<file path="config.mk">
export PLATFORM = sky130hd
export DESIGN_NAME = pli_front
export DESIGN_NICKNAME = d
export VERILOG_FILES = /design/src/sv/pli_pkg.sv /design/src/sv/pli_front.sv
export SDC_FILE = /design/constraint.sdc
export NUM_CORES = 1
export LEC_CHECK = 0
export BUFFER_PORTS_ARGS = -buffer_cell sky130_fd_sc_hd__buf_2
export CAP_MARGIN = 20
export CORE_MARGIN = 2
export CORE_UTILIZATION = 20
export DETAILED_ROUTE_END_ITERATION = 8
export PLACE_DENSITY = 0.79
export SLEW_MARGIN = 20
export SYNTH_ARGS = -nofsm -noshare
export SYNTH_HDL_FRONTEND = slang
export SYNTH_SLANG_ARGS = --single-unit
export TNS_END_PERCENT = 30
</file>
<file path="constraint.sdc">
create_clock -name vclk -period 0.9
set_input_delay 0.045 -clock vclk [all_inputs]
set_output_delay 0.045 -clock vclk [all_outputs]
set_load 0.05 [all_outputs]
</file>
<file path="src/sv/pli_pkg.sv">
// Shared types and codes for the palette lookup interpolator.
`default_nettype none

package pli_pkg;

    // Request action codes
    localparam logic ACT_WRITE = 1'b0;
    localparam logic ACT_PIXEL = 1'b1;

    localparam int COLOR_W  = 32;
    localparam int PIXEL_W  = 16;
    localparam int ENTRY_W  = 9;
    localparam int WEIGHT_W = 8;
    localparam int LANES    = 4;
    localparam int LANE_W   = 8;

    // Classified command passed from front to back through the queue.
    // index: write address for palette writes, masked palette index for pixels.
    typedef struct packed {
        logic                action;
        logic [ENTRY_W-1:0]  index;
        logic [WEIGHT_W-1:0] weight;
        logic [COLOR_W-1:0]  color;
        logic                eol;
    } t_cmd;

endpackage

`default_nettype wire

</file>
<file path="src/sv/pli_front.sv">
// Front end: accepts requests, classifies them and drops out-of-range writes.
`default_nettype none

module pli_front #(
    parameter int INDEX_BITS = 8
) (
    input  wire logic           i_req_valid,
    input  wire logic           i_action,
    input  wire logic [15:0]    i_pixel_value,
    input  wire logic [8:0]     i_entry_index,
    input  wire logic [31:0]    i_entry_color,
    input  wire logic           i_end_of_line,
    input  wire logic           i_q_full,
    output pli_pkg::t_cmd       o_cmd,
    output logic                o_push,
    output logic                o_ready
);

    localparam int         PAL_DEPTH = (1 << INDEX_BITS) + 1;
    localparam logic [7:0] IDX_MASK  = 8'((1 << INDEX_BITS) - 1);

    logic accept;
    logic in_range;

    assign o_ready  = !i_q_full;
    assign accept   = i_req_valid && !i_q_full;
    assign in_range = 32'(i_entry_index) < 32'(PAL_DEPTH);

    always_comb begin
        o_cmd.action = i_action;
        o_cmd.weight = i_pixel_value[7:0];
        o_cmd.color  = i_entry_color;
        o_cmd.eol    = i_end_of_line;
        if (i_action == pli_pkg::ACT_PIXEL) begin
            o_cmd.index = {1'b0, i_pixel_value[15:8] & IDX_MASK};
        end else begin
            o_cmd.index = i_entry_index;
        end
    end

    // writes past the last entry are accepted and discarded
    assign o_push = accept && ((i_action == pli_pkg::ACT_PIXEL) || in_range);

endmodule

`default_nettype wire

</file>
* Word level (Yosys, flattened, before mapping)
Index checks and enable logic that the tools add are counted.
Storage, ports and cells: bits in registers 0, latch bits 0, memory bits (writable) 0, memory bits (read-only) 0, bits of input ports 61, output and inout port bits 53, logic and storage cells 6, memories 0
Operators by class: $add $sub $neg 0, multipliers 0, div/mod/pow operators 0, magnitude comparators 1, equal/unequal tests 0, shifts and indexed selects 0, muxes and demuxes 1, bitwise gates (word level) 0, reductions and logical operators 4
Operators with widths (count):
- < comparator 9 bit (second input constant) | 1
- 2-to-1 mux 9 bit | 1
- logical AND 1 bit | 2
- zero test 1 bit | 1
- logical OR 1 bit | 1

* Logic depth before layout (Yosys ltp)
depth after elaboration 3, mapped depth 4, depth with buffers taken out 3

* Worst setup path before layout
No wires, ideal clock.
path type input -> output, start input i_action, end output o_push, arrival time 1452 ps, required time 855 ps, setup slack -597 ps, stages 4, cells stage by stage buf_2 > nor2b_1 > o21ai_1 > and3_1
Between the ends: cells in the longest elaborated chain, start to end 2
Ends and longest elaborated chain:
- start, declared | line pli_front.sv:8 | input wire logic i_action,
- logical OR 1 bit | line pli_front.sv:42 | assign o_push = accept && ((i_action == pli_pkg::ACT_PIXEL) || in_range);
- logical AND 1 bit | line pli_front.sv:42
- end, declared | line pli_front.sv:15 | output logic o_push,
Every way passes these cells.

* Worst setup path in the final report
start input i_entry_index[5], end output o_push
Between the ends: cells in the longest elaborated chain, start to end 3
Ends and longest elaborated chain:
- start, declared | line pli_front.sv:10 | input wire logic [8:0] i_entry_index,
- < comparator 9 bit | line pli_front.sv:27 | assign in_range = 32'(i_entry_index) < 32'(PAL_DEPTH);
- logical OR 1 bit | line pli_front.sv:42
- logical AND 1 bit | line pli_front.sv:42
Every way passes these cells.

==> flow_summary.yaml <==
run_status:
  status: "finished with violations"
  violations: "setup timing"
synthesis:
  syn_area_um2: 450
  synthesis.nets: 118
  yosysSeqAreaShare: 0
  yosys-top-cells-area: "buf_4 (70%), mux2_2 (20%), or4_4 (2.5%)"
  synth.most_common_cell: "buf_4"
  yosys_warnings: 0
  ys_types: 9
  synth_top_area_cell: "buf_4"
  synth_top_area_share: 0.700
  synthTopCellsByCount: "buf_4 (42), mux2_2 (8)"
  syn_avg_cell_area_um2: 7.90
  synthesis.instances: 57
pwr:
  clock_power_share: 0
  p_leak_nw: 0.190
  power_density_nw_per_um2: 770
  internal-power_mw: 0.103
  power_frac_seq: 0
  pwr-share-comb: 1.000
  switchingPower_mw: 0.182
  switching_share: 0.640
  ir_worst_vdd_v: 0.000157
  power.total_mw: 0.285
sta:
  maxSlewHeadroom: 0.827
  rsz0062_at_grt: "yes"
  whs_ps: 90.0
  finalSetupViolations: 1
  finalHoldViolCount: 0
  slew_viol_final: 0
  setup_ws_ps: -272
  period_share: 1.30
  tns_ps: -272
  tightest_slew_ps: 261
  post-route-min-period_ps: 1170
  fmax_mhz: 853
setup_path:
  critPathBufInv: 2
  crit_cells: 5
  path_class: "in -> out"
  critPathRequiredTime_ps: 850
  crit_path_max_fanout: 2
  worstSetupEndpointType: "output port"
  critPathMaxStageDelay_ps: 530
  arrival_ps: 1130
  slowest_stage: "or4_4"
  path_delay_family: "simple AND/OR/NAND/NOR gates"
  startpoint_type: "primary input"
  crit_chain: "buf_6, or4_4, o21ai_2, and3_4, buf_8"
job:
  drv_cap: 0
layout:
  n_clock_buffer: 0
  fill_cells: 262
  insertedDiodeCount: 0
  layout-drive-gt1-share: 0.978
  postLayoutCoreUtil: 0.171
  regArea_um2: 0
  nets: 109
  seq_cells: 0
  area_growth_pct: -17.8
hold_path:
  holdPathStages: 0
  hold_class: "in -> out"
detailed_routing:
  via_count: 294
  avgViaCountPerCell: 3.97
  drt_wl_total_um: 898
  drt_first_pass_iters: 1
  post-route-drc-count: 0
  drt_iter0_drc: 0
  wl_per_cell_um: 12.1
  ant_nets: 0
place:
  port-buffer-count: 32
  pre_cts_slack_ps: -420
  dp_hpwl_um: 797
  gp_congestion: 0.620
floorplan:
  die_h_um: 51.5
  placementRows: 17
  die_area_um2: 2650
  start_util: 0.208
  core_um2: 2170
  dieWidth_um: 51.5
  ios: 114
global_route:
  grt_max_degree: 11
  antenna_found_initial: 0
  grt.total_usage: 0.0612
  grt_pass1_wl_um: 1270
  grt_pass1_vias: 273
  grt_overflow_total: 0
clock_network:
  postCtsSetupBuffers: 0
  cts_hold_buf: 0
==> layout by cell type, fill, tap and decap left out <==
| cell type | synthesis | layout |
|---|---|---|
| mux2_2 | 8 | 8 |
| buf_6 | 0 | 2 |
| nor2b_4 | 0 | 1 |
| buf_8 | 0 | 1 |
| or4_4 | 1 | 2 |
| buf_2 | 1 | 28 |
| o21ai_2 | 0 | 1 |
| buf_4 | 42 | 1 |
| inv_1 | 1 | 1 |
| and3_4 | 0 | 1 |
==> worst paths after layout <==
path / start / slack [ps] / endpoint
worst max-delay path: i_entry_index[5] / -270 / o_push
worst min-delay path: i_entry_color[9] / 90 / o_cmd[10]
==> stage by stage <==
stage	cell area, um^2	std cells
after floorplan	463	57
after global placement	338	74
after detailed placement	338	74
after CTS	364	74
after global routing	370	74
final	370	74
==> power groups by stage <==
| stage | clock (mW) | sequential, mW | combinational [mW] |
|---|---|---|---|
| after floorplan | 0 | 0 | 0.686 |
| final | 0 | 0 | 0.285 |
| after global placement | 0 | 0 | 0.271 |
| after CTS | 0 | 0 | 0.287 |
| after global routing | 0 | 0 | 0.302 |
| after detailed placement | 0 | 0 | 0.273 |
==> final cells by class <==
type	count	area [um^2]	share of cell area
Inverter	1	3.75	0.0101
Multi-Input combinational cell	13	146	0.395
Tap cell	28	35.0	0.0946
Timing Repair Buffer	32	185	0.500
==> metal layers <==
metal	track usage	up-vias	part of all wire
li1	-	120	-
met1	0.0474	121	0.27
met2	0.0940	37	0.42
met3	0.0497	16	0.24
met4	0.0570	0	0.073
met5	0	-	0
==> kinds of logic after synthesis <==
logic type,after synthesis,share of synthesized area
buffers and inverters,44,0.719
multiplexers,8,0.200
AND/OR/NAND/NOR,4,0.0695
AO/OA/AOI/OAI,1,0.0111
==> what timing repair did <==
| action | CTS | global route |
|---|---|---|
| gates resized for setup | 7 | 1 |
| endpoints found under the setup margin | 9 | 1 |
| pin swaps | 3 | 0 |
(Power assumes the default switching activity.)
