--- config.mk ---
export PLATFORM = sky130hd
export DESIGN_NAME = pli_queue
export DESIGN_NICKNAME = d
export VERILOG_FILES = /design/src/sv/pli_pkg.sv /design/src/sv/pli_queue.sv
export SDC_FILE = /design/constraint.sdc
export NUM_CORES = 1
export LEC_CHECK = 0
export BUFFER_PORTS_ARGS = -buffer_cell sky130_fd_sc_hd__buf_2
export CORE_MARGIN = 1
export CORE_UTILIZATION = 40
export CTS_BUF_LIST = sky130_fd_sc_hd__clkbuf_2
export CTS_CLUSTER_DIAMETER = 120
export DETAILED_ROUTE_END_ITERATION = 8
export PLACE_DENSITY = 0.73
export SETUP_SLACK_MARGIN = 0.4
export SYNTH_ARGS = -nofsm -noshare
export SYNTH_HDL_FRONTEND = slang
export SYNTH_SLANG_ARGS = --single-unit
--- constraint.sdc ---
create_clock -name i_clk -period 8.1 [get_ports i_clk]
set_input_delay 0.81 -clock i_clk [delete_from_list [all_inputs] [get_ports i_clk]]
set_output_delay 0.81 -clock i_clk [all_outputs]
set_load 0.02 [all_outputs]
--- src/sv/pli_pkg.sv ---
// Shared types and codes for the palette lookup interpolator.
`default_nettype none

package pli_pkg;

    // Request action codes
    localparam logic ACT_WRITE = 1'b0;
    localparam logic ACT_PIXEL = 1'b1;

    localparam int COLOR_W  = 32;
    localparam int PIXEL_W  = 16;
    localparam int ENTRY_W  = 9;
    localparam int WEIGHT_W = 8;
    localparam int LANES    = 4;
    localparam int LANE_W   = 8;

    // Classified command passed from front to back through the queue.
    // index: write address for palette writes, masked palette index for pixels.
    typedef struct packed {
        logic                action;
        logic [ENTRY_W-1:0]  index;
        logic [WEIGHT_W-1:0] weight;
        logic [COLOR_W-1:0]  color;
        logic                eol;
    } t_cmd;

endpackage

`default_nettype wire

--- src/sv/pli_queue.sv ---
// Two-entry command queue between front and back.
`default_nettype none

module pli_queue (
    input  wire logic           i_clk,
    input  wire logic           i_rst_n,
    input  wire logic           i_push,
    input  pli_pkg::t_cmd       i_cmd,
    input  wire logic           i_pop,
    output pli_pkg::t_cmd       o_cmd,
    output logic                o_valid,
    output logic                o_full
);

    pli_pkg::t_cmd r_slot [2];
    logic          r_wr_ptr, n_wr_ptr;
    logic          r_rd_ptr, n_rd_ptr;
    logic [1:0]    r_count, n_count;
    logic          do_push;
    logic          do_pop;

    assign o_full  = (r_count == 2'd2);
    assign o_valid = (r_count != 2'd0);
    assign o_cmd   = r_slot[r_rd_ptr];
    assign do_push = i_push && !o_full;
    assign do_pop  = i_pop && o_valid;

    always_comb begin
        n_wr_ptr = do_push ? ~r_wr_ptr : r_wr_ptr;
        n_rd_ptr = do_pop ? ~r_rd_ptr : r_rd_ptr;
        n_count  = r_count + 2'(do_push) - 2'(do_pop);
    end

    always_ff @(posedge i_clk) begin
        if (!i_rst_n) begin
            r_wr_ptr <= 1'b0;
            r_rd_ptr <= 1'b0;
            r_count  <= 2'd0;
        end else begin
            r_wr_ptr <= n_wr_ptr;
            r_rd_ptr <= n_rd_ptr;
            r_count  <= n_count;
        end
    end

    always_ff @(posedge i_clk) begin
        if (do_push) begin
            r_slot[r_wr_ptr] <= i_cmd;
        end
    end

endmodule

`default_nettype wire

=== Word level (Yosys, flattened, before mapping) ===
Memories as Yosys holds them, arrays and structs flattened. A register that Yosys moved wholly into a read port is not among the register bits.
Index checks and enable logic that the tools add are counted.

* Flip-flop bits (word level): 4
* RAM bits: 102
* Bits of input ports: 55
* Output and inout bits: 53
* Word-level logic and storage cells: 17
* Memories: 1

* $add $sub $neg: 2
* Equal/unequal tests: 1
* Mux-type cells: 4
* Bitwise gates (word level): 2
* Reduce and logical (&&, ||, !) cells: 4

{| class="wikitable"
|+ Memories
! name !! depth !! bits a word !! read ports !! clocked after Yosys merged registers in !! write ports !! RTL line !! text
|-
| r_slot || 2 || 51 || 1 || 1 || 1 || pli_queue.sv:15 || <nowiki>pli_pkg::t_cmd r_slot [2];</nowiki>
|}

{| class="wikitable"
|+ Operator list
! cell !! number
|-
| two-way mux 1 bit || 4
|-
| adder 2 x 1 -> 2 bit || 1
|-
| equality test 2 bit, second input constant || 1
|-
| logical AND 1 bit || 2
|-
| inverter 1 bit || 2
|-
| nonzero test 2 bit || 1
|-
| subtractor 2 x 1 -> 2 bit || 1
|-
| logical NOT 1 bit || 1
|}

=== Logic depth before layout (Yosys ltp) ===
* Word-level depth: 5
* Depth in mapped cells: 8
* Gate-level depth less buffers: 8

=== Worst setup path before layout ===
OpenSTA, ideal clock, no wires.

* Path type: input to register
* Start: input port i_push
* End: memory r_slot[0][0] (netlist bit), enable pin
* Library setup time: 0.460 ns
* Arrival: 3.043 ns
* Required time: 7.640 ns
* Slack: 4.598 ns
* Cell stages on the path: 2
* Path buffers: 0
* Cells stage by stage: nand2_1 -> nor2_1

* Word-level cells in the longest chain between the ends: 3

{| class="wikitable"
|+ Ends and longest elaborated chain
! what !! RTL line !! text
|-
| start: declaration || pli_queue.sv:7 || <nowiki>input wire logic i_push,</nowiki>
|-
| logical AND 1 bit || pli_queue.sv:25 || <nowiki>assign do_push = i_push && !o_full;</nowiki>
|-
| two-way mux 1 bit || pli_queue.sv:47 || <nowiki>if (do_push) begin</nowiki>
|-
| two-way mux 1 bit (not written as such) || pli_queue.sv:48 || <nowiki>r_slot[r_wr_ptr] <= i_cmd;</nowiki>
|-
| end: declaration || pli_queue.sv:15 ||
|}

No other way between the ends.

==> qor.yml <==
holdPathStages: 1
yosysTopAreaCellShare_pct: 73.4
drv_cap: 0
drt-wirelength-per-cell_um: 14.6
hold_class: "in2reg"
first_pass_iters: 6
pwr-share-clk_pct: 14.2
worstPathMaxFanout: 51
required_ns: 7.29
cts_resized: 0
drc: 0
synthFlopType: "edfxtp_1"
max_slew_margin_pct: 35.6
critical_path.slowest_cell: "dfxtp_4"
layout.cells.non_filler: 437
cts_made_buffers: 9
cts_tree: "done"
tightest_slew_ns: 0.966
nets: 356
clkTransAtPathRegs_ns: 0.25
critPathKind: "reg2out"
hold_violations: 0
fin_crit_sh_pct: 36.4
detail-route-antenna-nets: 0
met3_usage_pct: 2.69
clock.fmax_mhz: 339
gr-usage-met1_pct: 13.4
final.setup.tns_ns: 0
track_usage_pct: 12.2
areaGrowthSynthToFinish_pct: 16.7
overflow: 0
p_int_mw: 0.949
placed_cells: 421
syn_area_per_cell_um2: 22.5
grt_pass1_vias: 2033
vias: 1969
initial_core_util_pct: 41.9
syn_area_um2: 4170
power.density_nw_per_um2: 284
place.gp.congestion: 0.625
die_area_um2: 10800
worst_setup_path_start_kind: "flop"
switchingPower_mw: 0.433
worstPathArrival_ns: 2.14
peakVddDrop_mv: 0.165
yosysMostFrequentCell: "edfxtp_1"
core_um2: 9950
rsz0062_at_grt: "no"
wl_um: 6360
num_io_pins: 108
crit_chain: "mux2_2 -> buf_2"
total_power_mw: 1.38
reg2regPathDepth: 4
yosys_warnings: 0
worstSetupEndpointType: "output pin"
clockBufferDepth: 2
place_hpwl_um: 3990
swShare_pct: 31.3
drtIter0Drc: 53
drive_above_1_share_pct: 58.6
die_x_um: 104
setup_viol: 0
seqPwrFrac_pct: 55.1
met2_usage_pct: 21.6
synth_seq_cells: 107
yosys.area.top_type: "edfxtp_1"
n_antenna_cell: 0
synth_edf_count: 102
post_cts.repair.setup_buffers: 0
final.min_clock_period_ns: 2.95
postSynthCellCount: 185
grt_max_degree: 52
grt_pass1_wl_um: 9940
vias_per_cell: 4.51
htree_levels: 3
finalClockSkew_ns: 0.0204
synth_common_cells: "edfxtp_1 (102), mux2_4 (50), buf_12 (5), dfxtp_1 (5), nor2_1 (4)"
synth_nets: 242
antenna_found_initial: 0
hold_buffers: 0
leakage_nw: 1.94
slowest_delay_ns: 1.04
synth_cell_types: 18
numClockSinks: 107
cts_root_buf: "clkbuf_2"
grt_busiest_layer: "met2"
status: "complete, no violations"
async_flop_share_pct: 0
dieHeight_um: 104
seq_area_frac_synth_pct: 75.8
synth_area_leaders: "edfxtp_1 (73%), mux2_4 (18%), buf_12 (2.4%), dfxtp_1 (2.4%), ha_1 (0.60%)"
portBuffers: 107
drv_slew: 0
r2r_slack_ns: 6.36
p_comb_share_pct: 30.7
clock_latency_ns: 0.53
row_count: 36
-- layout by cell type, fill, tap and decap left out, drive strengths merged --
master and count:
buf 109, edfxtp 102, mux2 51, clkbuf 12, dfxtp 5, nor2 4
clkinv 4, inv 3, nand2b 2, nand2 2, xnor2 2, ha 2
o21a 1, or2 1, and3 1, and2 1, mux2i 1, xor2 1
-- registers in the layout, summed over array words and instances (netlist names), named ones only --
register,cells
r_slot,102
r_count,2
r_rd_ptr,1
r_wr_ptr,1
-- critical path, delay by kind of cell, from the launching register on --
kind,cells,cell delay (ns)
flops,1,1.04
buf+inv,1,0.16
mux,1,0.41
-- worst paths after layout --
kind | startpoint | to
max | flop | o_cmd[50]
min | i_cmd[8] | r_slot[0][8]
max reg2reg | r_count[0] | r_slot[0][23]
min reg2reg | r_rd_ptr | r_rd_ptr
-- logic make-up (layout without fill, tap and decap cells) --
kind of cell	after synthesis	count (layout)	share of synthesized area (%)
flops	107	107	75.8
compound gates	1	1	0.180
mux	52	52	18.5
xor+xnor	3	3	0.630
simple gates	11	11	1.29
buf+inv	9	128	2.94
fa+ha+maj	2	2	0.600
-- metal layers --
metal	wire length, um	up-vias	share of wire [%]
li1	-	940	-
met1	2630	957	41
met2	3360	62	53
met3	238	10	3.7
met4	131	0	2.1
met5	0	-	0
-- layout make-up --
type,count,area [um^2]
Fill cell,874,5090
Sequential cell,107,3170
Inverter,3,11.3
Multi-Input combinational cell,69,893
Timing Repair Buffer,109,551
Tap cell,133,166
Clock buffer,12,60.1
Clock inverter,4,17.5
-- power by group through the flow --
stage               registers, mW  clock network [mW]  logic, mW
floorplan                   0.727                   0      0.385
global placement            0.772                   0      0.424
detailed placement          0.778                   0      0.430
CTS                         0.765               0.211      0.431
global route                0.773               0.227      0.451
finish                      0.762               0.196      0.424
-- through the flow --
stage               instance area [um^2]  utilization [%]  hold slack [ns]  setup WS (ns)
floorplan                           4170                -            0.455           4.60
global placement                    4790             48.1            0.494           5.71
detailed placement                  4790             48.1            0.512           5.71
CTS                                 4870             48.9            0.366           5.02
global route                        4870             48.9            0.360           4.96
finish                              4870             48.9            0.439           5.15
Power figures use the tool's default switching activity.
